`src/rtl/fsed_pkg.sv`:
```
// ----------------------------------------------------------------------------
// fsed_pkg
// Shared types, constants and encodings of the Fourier series evaluator
// ----------------------------------------------------------------------------
package fsed_pkg;

    localparam int DEF_MAX_VARS      = 16;
    localparam int DEF_MAX_HARMONICS = 8;

    // register indexes
    localparam logic [1:0] REG_BASE_FREQ = 2'd0;
    localparam logic [1:0] REG_HARMONICS = 2'd1;
    localparam logic [1:0] REG_VAR_COUNT = 2'd2;

    // commands
    localparam logic CMD_LOAD = 1'b0;
    localparam logic CMD_EVAL = 1'b1;

    // quarter-wave polynomial constants, Q30
    localparam logic [31:0] K_C1 = 32'd1686629713;
    localparam logic [31:0] K_C3 = 32'd693598669;
    localparam logic [31:0] K_C5 = 32'd85569306;
    localparam logic [31:0] K_C7 = 32'd5026995;
    localparam logic [31:0] K_C9 = 32'd172272;
    localparam logic [31:0] TWO_PI_Q29 = 32'd3373259426;

    localparam logic signed [63:0] S64_MAX = 64'sh7FFF_FFFF_FFFF_FFFF;
    localparam logic signed [63:0] S64_MIN = 64'sh8000_0000_0000_0000;

    typedef enum logic [4:0] {
        ST_IDLE,
        ST_CLEAR,
        ST_PHASE,
        ST_WB,
        ST_HARM,
        ST_SIN_A,
        ST_SIN_B,
        ST_SIN_C,
        ST_SIN_D,
        ST_SIN_E,
        ST_SIN_F,
        ST_SIN_G,
        ST_SIN_DONE,
        ST_VAR,
        ST_RD,
        ST_RD2,
        ST_TERM,
        ST_RATE_V,
        ST_RATE_A1,
        ST_RATE_A2,
        ST_EMIT
    } fsed_state_t;

    // saturating signed add
    function automatic logic signed [63:0] sat_add(input logic signed [63:0] a,
                                                   input logic signed [63:0] b);
        logic signed [63:0] r;
        r = a + b;
        if ((a[63] == b[63]) && (r[63] != a[63]))
            sat_add = a[63] ? S64_MIN : S64_MAX;
        else
            sat_add = r;
    endfunction

endpackage

```
`src/rtl/fsed_rate_mul.sv`:
```
// ----------------------------------------------------------------------------
// fsed_rate_mul
// Multi-cycle magnitude multiply by rate with shift by 24 and saturation
// ----------------------------------------------------------------------------
module fsed_rate_mul import fsed_pkg::*; (
    input  logic               clk,
    input  logic               rst_n,
    input  logic               start,
    input  logic signed [63:0] a,
    input  logic [39:0]        b,
    output logic               done,
    output logic signed [63:0] y
);

    logic [63:0]  m_reg, m_next;
    logic [39:0]  b_reg, b_next;
    logic         neg_reg, neg_next;
    logic [103:0] acc_reg, acc_next;
    logic [2:0]   step_reg, step_next;
    logic         busy_reg, busy_next;
    logic         done_reg, done_next;
    logic signed [63:0] y_reg, y_next;
    logic [31:0]  part;
    logic [79:0]  pp;
    logic [79:0]  sh;

    // one 32x40 partial product per cycle
    always_comb
    begin
        part = step_reg[0] ? m_reg[63:32] : m_reg[31:0];
        pp   = {8'd0, part, 40'd0} >> 40;
        pp   = 80'(part) * 80'(b_reg);
    end

    always_comb
    begin
        m_next    = m_reg;
        b_next    = b_reg;
        neg_next  = neg_reg;
        acc_next  = acc_reg;
        step_next = step_reg;
        busy_next = busy_reg;
        done_next = 1'b0;
        y_next    = y_reg;
        sh        = acc_reg[103:24];
        if (start)
        begin
            neg_next  = a[63];
            m_next    = a[63] ? 64'(-a) : 64'(a);
            b_next    = b;
            acc_next  = '0;
            step_next = '0;
            busy_next = 1'b1;
        end
        else if (busy_reg)
        begin
            if (step_reg == 3'd0)
            begin
                acc_next  = 104'(pp);
                step_next = 3'd1;
            end
            else if (step_reg == 3'd1)
            begin
                acc_next  = acc_reg + {pp[71:0], 32'd0};
                step_next = 3'd2;
            end
            else
            begin
                busy_next = 1'b0;
                done_next = 1'b1;
                if (sh[79:63] != '0)
                    y_next = neg_reg ? S64_MIN : S64_MAX;
                else if (neg_reg)
                    y_next = -$signed(sh[63:0]);
                else
                    y_next = $signed(sh[63:0]);
            end
        end
    end

    always_ff @(posedge clk or negedge rst_n)
    begin
        if (!rst_n)
        begin
            busy_reg <= 1'b0;
            done_reg <= 1'b0;
            step_reg <= '0;
        end
        else
        begin
            busy_reg <= busy_next;
            done_reg <= done_next;
            step_reg <= step_next;
        end
    end

    always_ff @(posedge clk)
    begin
        m_reg   <= m_next;
        b_reg   <= b_next;
        neg_reg <= neg_next;
        acc_reg <= acc_next;
        y_reg   <= y_next;
    end

    assign done = done_reg;
    assign y    = y_reg;

endmodule

```
`config.mk`:
```
export PLATFORM = sky130hd
export DESIGN_NAME = fsed_rate_mul
export DESIGN_NICKNAME = d
export VERILOG_FILES = /design/src/rtl/fsed_pkg.sv /design/src/rtl/fsed_rate_mul.sv
export SDC_FILE = /design/constraint.sdc
export NUM_CORES = 2
export LEC_CHECK = 0
export BUFFER_PORTS_ARGS = -buffer_cell sky130_fd_sc_hd__buf_2
export CAP_MARGIN = 0
export CORE_MARGIN = 5
export CORE_UTILIZATION = 60
export CTS_CLUSTER_DIAMETER = 150
export CTS_CLUSTER_SIZE = 12
export DETAILED_ROUTE_END_ITERATION = 16
export PLACE_DENSITY = 0.77
export SKIP_CTS_REPAIR_TIMING = 1
export SLEW_MARGIN = 40
export SYNTH_ARGS = -nofsm -noshare
export SYNTH_HDL_FRONTEND = slang
export SYNTH_SLANG_ARGS = --single-unit
export TNS_END_PERCENT = 50
```
`constraint.sdc`:
```
create_clock -name clk -period 12 [get_ports clk]
set_input_delay 2.4 -clock clk [delete_from_list [all_inputs] [get_ports clk]]
set_output_delay 2.4 -clock clk [all_outputs]
set_load 0.02 [all_outputs]
```
## After elaboration in Yosys (flattened, before gate mapping)

Cells that the tools add are included.
Widths: inputs -> output; s select.

| cells by class | value |
|---|---|
| add/sub/neg operators | 3 |
| $mul | 1 |
| equal/unequal tests | 1 |
| mux-type cells | 19 |
| bitwise gates (word level) | 3 |
| reductions and logical operators | 8 |

Operators by type and width:

| kind | number |
|---|---|
| $mux 104 | 2 |
| $mux 64 | 3 |
| $neg 64->64 | 2 |
| $add 104x104->104 | 1 |
| $mul 32x40->72 | 1 |
| $mux 63 | 1 |
| $mux 32 | 1 |
| $reduce_bool 17->1 | 1 |
| $mux 3 | 4 |
| $mux 1 | 8 |
| $reduce_and 2->1 | 2 |
| $reduce_and 4->1 | 1 |
| $reduce_bool 2->1 | 2 |
| $eq 3x1->1 const B | 1 |
| $logic_not 3->1 | 1 |
| $not 1->1 | 3 |
| $reduce_bool 3->1 | 1 |

| storage, ports and cells | value |
|---|---|
| bits in registers | 278 |
| bits of input ports | 107 |

## Longest topological paths before layout

| logic depth | value |
|---|---|
| depth in word-level cells | 5 |
| gate-level depth with buffers | 43 |

## Worst setup path before layout

No wires, ideal clock.

| timing path | value |
|---|---|
| path kind | reg-to-reg |
| start | reg step_reg[0] |
| end | reg acc_reg[103] |
| setup time | 0.119 ns |
| arrival | 10.756 ns |
| setup slack | 1.125 ns |
| stages on the path, launching flop included | 41 |
| cell sequence | dfrtp_1 -> buf_1 -> clkbuf_1 -> mux2_2 -> clkbuf_1 -> nand2_1 -> fa_1 -> inv_1 -> fa_1 -> inv_1 -> fa_1 -> fa_1 -> inv_1 -> fa_1 -> inv_1 -> fa_1 -> inv_1 -> fa_1 -> [... 5 more ...] -> nor2_1 -> o31ai_1 -> a21oi_1 -> o21ai_0 -> xnor2_1 -> ha_1 -> clkbuf_1 -> a21o_1 -> a21o_1 -> a221oi_1 -> o211ai_1 -> or3b_2 -> o221ai_1 -> nor3_1 -> or3_1 -> xor2_1 -> nor3_1 -> o21bai_1 |

| on the way | value |
|---|---|
| longest elaborated chain between the ends | 5 |
| elaborated cells between the ends (all ways) | 9 |
| classes of those cells | 1 x add/sub; 1 x mul; 1 x eq/ne; 3 x mux; 3 x reduce/logical |

RTL lines:

| element | line | text |
|---|---|---|
| from (decl) | fsed_rate_mul.sv:19 | `logic [2:0] step_reg, step_next;` |
| from (signal assigned) | fsed_rate_mul.sv:93 | `step_reg <= step_next;` |
| $mux 32 | fsed_rate_mul.sv:30 | `part = step_reg[0] ? m_reg[63:32] : m_reg[31:0];` |
| $mul 32x40->72 | fsed_rate_mul.sv:32 | `pp = 80'(part) * 80'(b_reg);` |
| $add 104x104->104 | fsed_rate_mul.sv:64 | `acc_next = acc_reg + {pp[71:0], 32'd0};` |
| $mux 104 | fsed_rate_mul.sv:62 | `else if (step_reg == 3'd1)` |
| $mux 104 | fsed_rate_mul.sv:57 | `if (step_reg == 3'd0)` |
| to (signal assigned) | fsed_rate_mul.sv:102 | `acc_reg <= acc_next;` |
| to (decl) | fsed_rate_mul.sv:18 | `logic [103:0] acc_reg, acc_next;` |

Several ways; a longest one is shown, not always the timed one. The select of a mux whose other input is x is not followed.
A chain may end at the register's enable or synchronous reset.

## Final worst setup path

| timing path | value |
|---|---|
| start | reg step_reg[0] |
| end | reg acc_reg[97] |

The elaborated chain is that of the path after synthesis.

==> results_dict.tcl <==
set metrics [dict create \
    cts.sinks 253 \
    dieArea_sq_um 100000 \
    status "complete, no violations" \
    final_cells 7535 \
    max_cap_violations 0 \
    cp.required_ns 12.47 \
    postLayoutCoreUtil_pct 63.9 \
    worstSetupPathType "register to register" \
    grt_usage_pct 32.6 \
    ant_nets 0 \
    place_area_sq_um 58700 \
    min_period_ns 11.64 \
    drt_iter0_markers 3944 \
    slew_violations 0 \
    fmax_mhz 85.9 \
    synth_top_area_cell "fa_1" \
    synth_ff_type "edfxtp_1" \
    worst_slew_pin_slew_ns 0.903 \
    final_common_cell "inv_1" \
    num_rows 112 \
    drive_gt1_share_pct 7.14 \
    synth_warnings 0 \
    yosysTopAreaCellShare_pct 40.4 \
    cts_tree "done" \
    seqCellArea_sq_um 6780 \
    htreeDepth 1 \
    async_flop_share_pct 1.58 \
    portBuffers 171 \
    wirelength_mm 160 \
    dp.cells 7483 \
    grt-ovfl-total 0 \
    wl_per_cell_um 21.3 \
    start_util_pct 60.4 \
    clk_latency_ns 0.62 \
    synth-seq-cells 253 \
    fin_worst_skew_ns 0.0401 \
    slowest_delay_ns 0.60 \
    hold_viol 0 \
    hold_class "register to register" \
    final_area_sq_um 59600 \
    synth_edf_count 169 \
    core-area_sq_um 93300 \
    worstPathArrival_ns 12.11 \
    worst-path-max-fanout 30 \
    antenna_found_initial 1 \
    dpl.hpwl_mm 134 \
    first_pass_iters 6 \
    cts_inserted_buffers 26 \
    syn_nets 7868 \
    postSynthAreaPerCell_sq_um 8.98 \
    chipHeight_um 317 \
    netlist_area_sq_um 56400 \
    clk_pin_slew_ns 0.07 \
    dr_total_vias 44500 \
    end_kind "register" \
    grt_first_pass_wirelength_mm 255 \
    die_w_um 317 \
    largest_reg_flops 80 \
    clockRootBuffer "clkbuf_16" \
    syn_inst 6280 \
    multi_input_area_sq_um 44000 \
    grt_pass1_vias 46900 \
    synth_area_leaders "fa_1 40%, edfxtp_1 9.0%, inv_1 7.7%" \
    slew-limit-headroom_pct 39.8 \
    place_congestion 0.981 \
    fill_cells 7777 \
    syn2layout_area_growth_pct 5.70 \
    drc 0 \
    startpoint_type "register" \
    ctsLongestPathBuffers 3 \
    cpMostUsedCell "fa_1" \
    viasPerCell 5.90 \
    seq_area_frac_synth_pct 12.0 \
    finalNetCount 7847 \
    fin_tns_setup_ns 0 \
    synthDistinctLibCells 81 \
    critPathSlowestCell "fa_1" \
    mostFrequentLayoutCells "1152 x inv_1, 1137 x fa_1, 1007 x nand2_1" \
    grt_max_degree 124 \
    finalCritPeriodShare_pct 97.0 \
    top_level_ports 172 \
    setup_violations 0 \
]
[per-layer routing]
| metal | up-vias | part of all wire, % | global-route usage, % |
|---|---|---|---|
| met3 | 487 | 7.8 | 4.40 |
| met1 | 22500 | 39 | 43.0 |
| met2 | 2108 | 48 | 54.2 |
| li1 | 19400 | - | - |
| met4 | 0 | 5.7 | 15.0 |
| met5 | - | 0 | 0 |
[critical path: cells and delay by family, from the launching register on]
family | cells | cell delay (ns)
adders and majority gates | 10 | 4.84
AOI/OAI and AO/OA | 13 | 2.92
and+or+nand+nor | 5 | 1.15
buffers and inverters | 6 | 0.91
DFF | 1 | 0.58
muxes | 1 | 0.54
xor gates and xnor gates | 2 | 0.42
[kinds of logic after synthesis]
group	after synthesis	share of synthesized area, %
buf+inv	1527	10.2
mux	35	0.690
compound gates	748	8.75
simple gates	2021	17.0
fa+ha+maj	1481	48.0
flops	253	12.0
xor+xnor	215	3.34
[path summary, 6_finish.rpt]
| check | start | end | slack, ns | depth (start not counted) |
|---|---|---|---|---|
| max | step_reg[0] | acc_reg[97] | 0.36 | 37 |
| min | acc_reg[99] | acc_reg[99] | 0.48 | 2 |
| max reg2reg | step_reg[0] | acc_reg[97] | 0.36 | 37 |
| min reg2reg | acc_reg[99] | acc_reg[99] | 0.48 | 2 |
| max in group asynchronous | rst_n | step_reg[0] | 10.26 | 1 |
| min in group asynchronous | rst_n | done | 1.59 | 1 |
[stage by stage]
stage / hold slack [ns] / setup slack [ns]
floorplan: 0.445 / 1.12
global placement: 0.465 / 0.297
detailed placement: 0.473 / 0.0790
CTS: 0.485 / 0.0554
global route: 0.508 / -0.0304
finish: 0.479 / 0.361
[layout make-up]
class                           instances  share of cell area (%)
Antenna cell                            3                  0.0126
Clock buffer                           44                    1.21
Clock inverter                          3                  0.0882
Inverter                             1153                    7.26
Multi-Input combinational cell       4500                    73.9
Sequential cell                       253                    11.4
Tap cell                             1254                    2.63
Timing Repair Buffer                  325                    3.57
[cells in the mapped netlist, types with 93 or more instances]
cell      instances
inv_1          1152
fa_1           1137
nand2_1        1009
and2_1          474
clkbuf_1        364
ha_1            344
nor2_1          204
a21oi_1         198
edfxtp_1        169
o21ai_0         158
xnor2_1         150
a21o_1           93
Power is left out: the tool's default activity adds up to more than one toggle a clock period on the data nets, which glitch-free logic cannot reach.
